<file path="src/hw/rtl/tinyie_pkg.sv">
// package for the tiny register machine execute block
// holds the request/result structs, opcodes and the register index table; no dependencies
`timescale 1ns / 1ps

package tinyie_pkg;

    localparam int NUM_REGS  = 16;
    localparam int REG_IDX_W = $clog2(NUM_REGS);
    localparam int DATA_W    = 64;

    typedef logic [REG_IDX_W-1:0] t_reg_idx;
    typedef logic [DATA_W-1:0]    t_word;

    // opcodes
    typedef enum logic [3:0] {
        OP_NOP   = 4'd0,
        OP_LDC   = 4'd1,
        OP_LDR   = 4'd2,
        OP_JMPC  = 4'd3,
        OP_JMPR  = 4'd4,
        OP_CJMPC = 4'd5,
        OP_CJMPR = 4'd6,
        OP_EQC   = 4'd7,
        OP_EQR   = 4'd8,
        OP_ADDC  = 4'd9,
        OP_ADDR  = 4'd10,
        OP_DBG   = 4'd11,
        OP_HALT  = 4'd12
    } t_op;

    typedef struct packed {
        logic [3:0] kind;
        logic [7:0] arg_a;
        logic [7:0] arg_b;
        logic [7:0] arg_c;
    } t_req;

    typedef struct packed {
        t_word      next_ip;
        logic       halted;
        logic       debug_valid;
        logic [7:0] debug_index;
        t_word      debug_value;
    } t_res;

    // register file write
    typedef struct packed {
        logic     en;
        t_reg_idx idx;
        t_word    data;
    } t_wr;

    // three read addresses of one instruction
    typedef struct packed {
        t_reg_idx a;
        t_reg_idx b;
        t_reg_idx c;
    } t_rd_idx;

    // argument byte to register index, byte modulo register count
    typedef t_reg_idx t_sel_tab [256];

    function automatic t_sel_tab build_sel_tab();
        t_sel_tab tab;
        for (int i = 0; i < 256; i++) begin
            tab[i] = t_reg_idx'(i % NUM_REGS);
        end
        return tab;
    endfunction

    localparam t_sel_tab SEL_TAB = build_sel_tab();

endpackage

</file>
<file path="src/hw/rtl/tiny_vm_instruction_execute.sv">
// top level of the tiny register machine execute block
// depends on tinyie_pkg, tinyie_regfile and tinyie_exec
`timescale 1ns / 1ps

// executes one decoded instruction per request and returns one result per request:
// the new instruction pointer, the sticky halted flag and an optional debug read-out.
// throughput is one instruction per clock while results are not stalled; a request
// passes through the execute stage register, then the output register. the register
// file is read at the accept edge into registered read ports, and a bypass from the
// instruction retiring at that same edge keeps back-to-back dependent instructions
// correct. registers read as zero after reset through per-entry valid bits, so no
// clearing pass is needed. a stalled result stops requests only if execute is full.
module tiny_vm_instruction_execute
    import tinyie_pkg::*;
(
    input  logic i_clk,
    input  logic i_rst_n,
    input  logic i_req_valid,
    output logic o_req_stall,
    input  t_req i_req,
    output logic o_res_valid,
    input  logic i_res_stall,
    output t_res o_res
);

    // execute stage
    logic    r_s1_valid;
    t_req    r_s1;
    // architectural state
    t_word   r_ip;
    logic    r_halt;
    // output register
    logic    r_out_valid;
    t_res    r_out;

    logic    out_free;
    logic    s1_adv;
    logic    req_acc;
    t_rd_idx rd_idx;
    t_word   opa;
    t_word   opb;
    t_word   opc;
    t_wr     ex_wr;
    t_wr     rf_wr;
    t_res    ex_res;

    // handshake
    assign out_free    = !r_out_valid || !i_res_stall;
    assign s1_adv      = r_s1_valid && out_free;
    assign o_req_stall = r_s1_valid && !out_free;
    assign req_acc     = i_req_valid && !o_req_stall;

    // register indices of the incoming request
    assign rd_idx.a = SEL_TAB[i_req.arg_a];
    assign rd_idx.b = SEL_TAB[i_req.arg_b];
    assign rd_idx.c = SEL_TAB[i_req.arg_c];

    // a write commits only when the instruction retires
    always_comb begin
        rf_wr    = ex_wr;
        rf_wr.en = ex_wr.en && s1_adv;
    end

    tinyie_regfile u_regfile (
        .i_clk    (i_clk),
        .i_rst_n  (i_rst_n),
        .i_rd_en  (req_acc),
        .i_rd_idx (rd_idx),
        .i_wr     (rf_wr),
        .o_opa    (opa),
        .o_opb    (opb),
        .o_opc    (opc)
    );

    tinyie_exec u_exec (
        .i_instr (r_s1),
        .i_opa   (opa),
        .i_opb   (opb),
        .i_opc   (opc),
        .i_ip    (r_ip),
        .i_halt  (r_halt),
        .o_wr    (ex_wr),
        .o_res   (ex_res)
    );

    // payload registers
    always_ff @(posedge i_clk) begin
        if (req_acc) begin
            r_s1 <= i_req;
        end
        if (s1_adv) begin
            r_out <= ex_res;
        end
    end

    // control and machine state
    always_ff @(posedge i_clk) begin
        if (!i_rst_n) begin
            r_s1_valid  <= 1'b0;
            r_out_valid <= 1'b0;
            r_ip        <= '0;
            r_halt      <= 1'b0;
        end else begin
            if (req_acc) begin
                r_s1_valid <= 1'b1;
            end else if (s1_adv) begin
                r_s1_valid <= 1'b0;
            end
            if (s1_adv) begin
                r_out_valid <= 1'b1;
                r_ip        <= ex_res.next_ip;
                r_halt      <= ex_res.halted;
            end else if (!i_res_stall) begin
                r_out_valid <= 1'b0;
            end
        end
    end

    assign o_res_valid = r_out_valid;
    assign o_res       = r_out;

endmodule

</file>
<file path="src/hw/rtl/tinyie_regfile.sv">
// register file of the tiny register machine: two memory copies, valid bits and bypass
// depends on tinyie_pkg
`timescale 1ns / 1ps

module tinyie_regfile
    import tinyie_pkg::*;
(
    input  logic    i_clk,
    input  logic    i_rst_n,
    input  logic    i_rd_en,
    input  t_rd_idx i_rd_idx,
    input  t_wr     i_wr,
    output t_word   o_opa,
    output t_word   o_opb,
    output t_word   o_opc
);

    t_word                r_mem0 [NUM_REGS];
    t_word                r_mem1 [NUM_REGS];
    logic [NUM_REGS-1:0]  r_vld;
    t_word                r_rd_a;
    t_word                r_rd_b;
    t_word                r_rd_c;
    logic [2:0]           r_rdv;
    t_rd_idx              r_idx;
    logic                 r_fwd_en;
    t_reg_idx             r_fwd_idx;
    t_word                r_fwd_data;

    // memories, copy 0 serves ports a and b, copy 1 serves port c
    always_ff @(posedge i_clk) begin
        if (i_wr.en) begin
            r_mem0[i_wr.idx] <= i_wr.data;
            r_mem1[i_wr.idx] <= i_wr.data;
        end
        if (i_rd_en) begin
            r_rd_a <= r_mem0[i_rd_idx.a];
            r_rd_b <= r_mem0[i_rd_idx.b];
            r_rd_c <= r_mem1[i_rd_idx.c];
            r_idx  <= i_rd_idx;
        end
        if (i_wr.en) begin
            r_fwd_idx  <= i_wr.idx;
            r_fwd_data <= i_wr.data;
        end
    end

    always_ff @(posedge i_clk) begin
        if (!i_rst_n) begin
            r_vld    <= '0;
            r_rdv    <= '0;
            r_fwd_en <= 1'b0;
        end else begin
            if (i_rd_en) begin
                r_rdv <= {r_vld[i_rd_idx.c], r_vld[i_rd_idx.b], r_vld[i_rd_idx.a]};
            end
            if (i_wr.en) begin
                r_vld[i_wr.idx] <= 1'b1;
                r_fwd_en        <= 1'b1;
            end
        end
    end

    // latest write wins over the memory, unwritten entries read zero
    assign o_opa = (r_fwd_en && (r_fwd_idx == r_idx.a)) ? r_fwd_data
                 : (r_rdv[0] ? r_rd_a : '0);
    assign o_opb = (r_fwd_en && (r_fwd_idx == r_idx.b)) ? r_fwd_data
                 : (r_rdv[1] ? r_rd_b : '0);
    assign o_opc = (r_fwd_en && (r_fwd_idx == r_idx.c)) ? r_fwd_data
                 : (r_rdv[2] ? r_rd_c : '0);

endmodule

</file>
<file path="src/hw/rtl/tinyie_exec.sv">
// execute logic of the tiny register machine: next ip, register write and result fields
// depends on tinyie_pkg
`timescale 1ns / 1ps

module tinyie_exec
    import tinyie_pkg::*;
(
    input  t_req  i_instr,
    input  t_word i_opa,
    input  t_word i_opb,
    input  t_word i_opc,
    input  t_word i_ip,
    input  logic  i_halt,
    output t_wr   o_wr,
    output t_res  o_res
);

    function automatic t_word sext8(logic [7:0] v);
        return {{(DATA_W-8){v[7]}}, v};
    endfunction

    function automatic t_word sext32(t_word v);
        return {{(DATA_W-32){v[31]}}, v[31:0]};
    endfunction

    always_comb begin
        o_wr              = '0;
        o_wr.idx          = SEL_TAB[i_instr.arg_a];
        o_res             = '0;
        o_res.next_ip     = i_ip + t_word'(1);
        o_res.halted      = i_halt;
        case (i_instr.kind)
            OP_NOP: begin
            end
            OP_LDC: begin
                o_wr.en   = 1'b1;
                o_wr.data = t_word'(i_instr.arg_b);
            end
            OP_LDR: begin
                o_wr.en   = 1'b1;
                o_wr.data = i_opb;
            end
            OP_JMPC: begin
                o_res.next_ip = i_ip + t_word'(i_instr.arg_a);
            end
            OP_JMPR: begin
                o_res.next_ip = i_ip + sext32(i_opa);
            end
            OP_CJMPC: begin
                o_res.next_ip = i_ip + ((i_opa != '0) ? sext8(i_instr.arg_b)
                                                      : sext8(i_instr.arg_c));
            end
            OP_CJMPR: begin
                o_res.next_ip = i_ip + sext32((i_opa != '0) ? i_opb : i_opc);
            end
            OP_EQC: begin
                o_wr.en   = 1'b1;
                o_wr.data = t_word'(i_opb == t_word'(i_instr.arg_c));
            end
            OP_EQR: begin
                o_wr.en   = 1'b1;
                o_wr.data = t_word'(i_opb == i_opc);
            end
            OP_ADDC: begin
                o_wr.en   = 1'b1;
                o_wr.data = i_opb + t_word'(i_instr.arg_c);
            end
            OP_ADDR: begin
                o_wr.en   = 1'b1;
                o_wr.data = i_opb + i_opc;
            end
            OP_DBG: begin
                o_res.debug_valid = 1'b1;
                o_res.debug_index = i_instr.arg_a;
                o_res.debug_value = i_opa;
            end
            OP_HALT: begin
                o_res.halted  = 1'b1;
                o_res.next_ip = i_ip;
            end
            default: begin
                // unused opcodes leave everything unchanged
                o_res.next_ip = i_ip;
            end
        endcase
    end

endmodule
</file>
<file path="config.mk">
export PLATFORM = sky130hd
export DESIGN_NAME = tiny_vm_instruction_execute
export DESIGN_NICKNAME = d
export VERILOG_FILES = /design/src/hw/rtl/tinyie_pkg.sv /design/src/hw/rtl/tiny_vm_instruction_execute.sv /design/src/hw/rtl/tinyie_regfile.sv /design/src/hw/rtl/tinyie_exec.sv
export SDC_FILE = /design/constraint.sdc
export NUM_CORES = 2
export LEC_CHECK = 0
export ABC_CLOCK_PERIOD_IN_PS = 11500
export BUFFER_PORTS_ARGS = -buffer_cell sky130_fd_sc_hd__buf_2
export CORE_ASPECT_RATIO = 1.25
export CORE_MARGIN = 3
export CORE_UTILIZATION = 40
export DETAILED_ROUTE_END_ITERATION = 12
export REMOVE_ABC_BUFFERS = 1
export SLEW_MARGIN = 10
export SYNTH_ARGS = -nofsm -noshare
export SYNTH_HDL_FRONTEND = slang
export SYNTH_SLANG_ARGS = --single-unit
</file>
<file path="constraint.sdc">
create_clock -name i_clk -period 11.5 [get_ports i_clk]
set_input_delay 0.575 -clock i_clk [delete_from_list [all_inputs] [get_ports i_clk]]
set_output_delay 0.575 -clock i_clk [all_outputs]
set_load 0.01 [all_outputs]
</file>
# --- After elaboration in Yosys (flattened, before gate mapping) ---
# Memory sizes are Yosys's and may differ from the RTL's. A register that Yosys moved wholly into a read port is not among the register bits.
# Cells that the tools add are included.
word_totals:
  ramBits: 2048
  in_bits: 32
  latchBits: 0
  mem_bits_ro: 4096
  reg_bits: 333
  memories: 6
  out_inout_bits: 140
  wordCells: 119
op_classes:
  n_div: 0
  magnitude_cmp: 9
  n_reduce_logical: 18
  shifts: 0
  addsub: 7
  multipliers: 0
  n_eq_ne: 18
  n_bitwise: 5
  muxes: 35
memory_table:
  columns: ["name", "depth", "word_bits", "rd", "rd_clocked_by_memory_dff", "write_ports", "line_no", "source"]
  rows:
  - ["(name not given)", 256, 4, 1, 0, 0, "tinyie_exec.sv:28", "o_wr.idx = SEL_TAB[i_instr.arg_a];"]
  - ["(name not given)", 256, 4, 1, 0, 0, "tiny_vm_instruction_execute.sv:56", "assign rd_idx.c = SEL_TAB[i_req.arg_c];"]
  - ["(name not given)", 256, 4, 1, 0, 0, "tiny_vm_instruction_execute.sv:55", "assign rd_idx.b = SEL_TAB[i_req.arg_b];"]
  - ["(name not given)", 256, 4, 1, 0, 0, "tiny_vm_instruction_execute.sv:54", "assign rd_idx.a = SEL_TAB[i_req.arg_a];"]
  - ["u_regfile.r_mem0", 16, 64, 2, 2, 1, "tinyie_regfile.sv:18", "t_word r_mem0 [NUM_REGS];"]
  - ["u_regfile.r_mem1", 16, 64, 1, 1, 1, "tinyie_regfile.sv:19", "t_word r_mem1 [NUM_REGS];"]
ops:
  columns: ["operator", "n"]
  rows:
  - ["$mux W64", 7]
  - ["$pmux W64 S6", 1]
  - ["$pmux W64 S5", 1]
  - ["$add A64 B64 Y64", 4]
  - ["$add A64 B8 Y64", 2]
  - ["$mux W73", 1]
  - ["$add A64 B1 Y64 const B", 1]
  - ["$eq A64 B64 Y1", 1]
  - ["$eq A64 B8 Y1", 1]
  - ["$reduce_bool A64 Y1", 1]
  - ["$ge A9 B9 Y1 const B", 4]
  - ["$not A8 Y9", 4]
  - ["$mux W32", 1]
  - ["$mux W4", 8]
  - ["$eq A4 B4 Y1 const B", 5]
  - ["$lt A4 B5 Y1 const B", 4]
  - ["$eq A4 B3 Y1 const B", 4]
  - ["$or A16 B16 Y16", 1]
  - ["$bmux W1 S4", 3]
  - ["$eq A4 B4 Y1", 3]
  - ["$mux W1", 12]
  - ["$eq A4 B2 Y1 const B", 2]
  - ["$logic_and A1 B1 Y1", 8]
  - ["$reduce_or A8 Y1", 1]
  - ["9 further kinds", 12]

# --- Depth between registers and ports, before layout ---
logic_depth:
  depth_word: 9
  ltp_mapped: 24
  mapped_depth_nobuf: 22

# --- By module ---
# A second synthesis with hierarchy kept.
hier_totals:
  cells_unflattened: 5383
  hier_area_um2: 85507.0
by_module_without_submodules:
  columns: ["mod", "instances", "area_per_inst_um2", "cells_per_inst", "seq_area_each_um2"]
  rows:
  - ["tinyie_regfile", 1, 66139.7, 3077, 39317.7]
  - ["tinyie_exec", 1, 11717.5, 1849, 0.0]
  - ["tiny_vm_instruction_execute", 1, 7649.8, 457, 6326.1]

# --- Worst setup path before layout ---
# Ideal clock, no wire load.
synth_timing:
  path_kind: "register to register"
  startpoint: "register r_s1[26] (netlist name)"
  endpoint: "memory u_regfile.r_mem1[2][0] (netlist name), enable pin"
  period_less_slack_ps: 9729
  required_time_ps: 10933
  setup_time_ps: 567
  path_buffers: 2
  t_arrival_ps: 9162
  path_slack_ps: 1771
  path_stages_with_launch: 10
  cell_sequence: "edfxtp_1 > clkbuf_1 > nor2b_1 > clkbuf_1 > nand2_1 > o21ai_0 > a21oi_1 > nor2_1 > nand3b_1 > nor3_1"
synth_rtl:
  columns: ["element", "line_no", "source"]
  rows:
  - ["from (decl)", "tiny_vm_instruction_execute.sv:28", "t_req r_s1;"]
  - ["from (signal assigned)", "tiny_vm_instruction_execute.sv:89", "r_s1 <= i_req;"]
  - ["to (decl)", "tinyie_regfile.sv:19", null]

==> impl_metrics.json <==
{
  "status": "finished clean",
  "initial_core_util_pct": 40.4,
  "nFillCells": 18100,
  "antenna_left": 0,
  "layout-drive-gt1-share_pct": 28.6,
  "p_total_uw": 12400,
  "antenna_found_initial": 15,
  "synth-seq-cells": 1537,
  "die_h_um": 520,
  "area_delta_synth_final_pct": 11.7,
  "synthFlopType": "edfxtp_1",
  "fin_setup_tns_ns": 0,
  "synth_top_family_by_area": "multiplexers",
  "fp.dieW_um": 417,
  "utilization_pct": 45.2,
  "core-area_um2": 209000,
  "power_frac_clock_pct": 42.9,
  "syn_area_um2": 84400,
  "path_max_fanout": 26,
  "comb_power_share_pct": 6.9,
  "synthAdderAreaFrac_pct": 1.92,
  "skew_ns": 0.0416,
  "layout_commonest_cell": "edfxtp_1",
  "report.final.slew_viol_count": 0,
  "std_cell_rows": 187,
  "io_pins": 172,
  "die_area_um2": 217000,
  "grt_usage_pct": 27.3,
  "cp.required_ns": 11.96,
  "final_cell_area_um2": 94300,
  "synth_edf_count": 1450,
  "root_buffer": "clkbuf_16",
  "cts_tree": "done",
  "dp.cells": 8216,
  "synth_xor_area_share_pct": 1.39,
  "crit_arrival_ns": 8.40,
  "synth_compound_area_share_pct": 7.08,
  "fin_nets": 5816,
  "grt_overflow": 0,
  "mostFrequentLayoutCells": "edfxtp_1, mux4_2, nand2_1",
  "finalCritPeriodShare_pct": 69.1,
  "cts_buffer_depth": 3,
  "drv_cap": 0,
  "postSynthAreaPerCell_um2": 15.2,
  "rsz0062_at_grt": "false",
  "min_path_type": "input port to register",
  "place_area_um2": 88800,
  "grt_pass1_wl_um": 424000,
  "avgViaCountPerCell": 6.70,
  "switching_share_pct": 23.7,
  "leakage_uw": 0.0295,
  "route.detailed.drc": 0,
  "syn_inst": 5554,
  "cp-end-kind": "register",
  "netlist.area_leader.share_pct": 51.6,
  "hpwl_um": 189000,
  "setup_viol": 0,
  "synth_area_leaders": "edfxtp_1, mux4_2, dfxtp_1",
  "ys_warn_count": 0,
  "grt_max_degree": 113,
  "gp_congestion": 0.975,
  "cts_made_buffers": 162,
  "vias": 57200,
  "ys_seq_area_share_pct": 53.6,
  "startpoint_type": "register",
  "clock_latency_ns": 0.86,
  "synth.largest_area_cell": "edfxtp_1",
  "p_int_uw": 9490,
  "drt_iter0_drc": 7917,
  "min_period_ns": 7.95,
  "fmaxAchievable_mhz": 126,
  "synth-simple-area-share_pct": 6.91,
  "drt_wl_total_um": 299000,
  "drtPass1Iterations": 9,
  "clk_pin_slew_ns": 0.06,
  "crit_type": "register to register",
  "htree_levels": 4,
  "cts_num_sinks": 1537,
  "wl_per_cell_um": 35.1,
  "synth_mux_area_share_pct": 26.7,
  "instances_no_fill": 8537,
  "grt_pass1_vias": 57000,
  "synthArstFlopShare_pct": 0,
  "power_switching_uw": 2940,
  "tightest_slew_ns": 1.42,
  "ir_worst_vdd_mv": 0.124,
  "hold_viol": 0,
  "power_density_nw_per_um2": 132,
  "seqPwrFrac_pct": 50.2,
  "slew_headroom_pct": 4.31,
  "yosysUniqueCellTypes": 84,
  "io_buffer_count": 171
}
## what timing repair did
item | in CTS | in global routing
gates resized for setup | 0 | 0
hold buffers | 16 | 0
endpoints found under the hold margin | 16 | 0
setup endpoints to repair | 0 | 0
buffers inserted | 0 | 0
## state kept, by name (all words and copies together), names as in the netlist, 64 cells and up
register,flops
u_regfile.r_mem0,256
u_regfile.r_fwd_data,64
o_res,138
u_regfile.r_mem1,768
u_regfile.r_rd_b,64
u_regfile.r_rd_a,64
r_ip,64
u_regfile.r_rd_c,64
## cells by family (layout without fill, tap and decap cells)
family	count (synthesis)	in the layout
muxes	1033	1033
adders and majority gates	128	128
DFF	1537	1537
buffers and inverters	514	751
other	0	6
and+or+nand+nor	1250	1250
AOI/OAI and AO/OA	958	958
xor gates and xnor gates	134	134
## critical path, stage by stage (launching register included)
cell and delay, ns:
edfxtp_1 0.53, a222oi_1 0.42, buf_4 0.53, nand3_4 0.69, buf_4 0.53, mux2i_1 0.79
nor2_1 0.08, ha_1 0.41, nand2_1 0.11, nor4_1 0.37, o31ai_1 0.22, nand2_1 0.17
a32oi_1 0.24, o21ai_0 0.69, a21oi_1 0.26, o21ai_0 0.39, xnor2_1 0.18, o22ai_1 0.94
## per-layer routing
metal | track usage [%] | up-vias | wire [um]
met5 | 0 | - | 26
met2 | 44.3 | 3462 | 144000
met4 | 16.4 | 4 | 21000
met1 | 34.5 | 29800 | 109000
li1 | - | 23100 | -
met3 | 4.77 | 815 | 25800
## worst paths after layout
| path | from | to | slack (ns) | cells after the start |
|---|---|---|---|---|
| max | r_s1[0] | u_regfile.r_mem1[6][38] | 3.55 | 17 |
| min | i_req[25] | r_s1[25] | 0.08 | 1 |
| max reg2reg | r_s1[0] | u_regfile.r_mem1[6][38] | 3.55 | 17 |
| min reg2reg | r_ip[59] | r_ip[59] | 0.48 | 2 |
## synth_stat cells (all sizes together) (47+ instances only)
library cell / count
edfxtp: 1450
mux4: 975
nand2: 422
a21oi: 347
nor2: 320
clkbuf: 309
o21ai: 200
ha: 126
buf: 112
nand3: 107
and3: 96
inv: 92
dfxtp: 87
xnor2: 81
a21o: 67
nand4: 59
nor4: 54
and2: 53
xor2: 53
mux2i: 51
nor3: 47
## power by group through the flow
stage	registers, uW	logic [uW]	clock network (uW)
floorplan	6330	412	0
global placement	6350	851	0
detailed placement	6350	852	0
CTS	6230	858	5410
global route	6240	896	5640
finish	6240	857	5330
## stage by stage
| stage | hold WS, ns | setup WS (ns) |
|---|---|---|
| final | 0.0840 | 3.55 |
| after global routing | 0.0412 | 3.29 |
| after CTS | 0.0453 | 3.62 |
| after detailed placement | 0.474 | 3.66 |
| after global placement | 0.465 | 3.09 |
| after floorplan | 0.449 | 1.40 |
## cell type report
type | count | area [um^2] | area share [%]
multi-input combinational | 3503 | 37500 | 39.7
tap | 2740 | 3430 | 3.63
clock inverter | 103 | 1050 | 1.12
sequential | 1537 | 45300 | 48.0
antenna | 6 | 15.0 | 0.0159
timing repair buffer | 359 | 2440 | 2.59
inverter | 93 | 364 | 0.386
clock buffer | 196 | 4250 | 4.51
(Power assumes the default switching activity.)
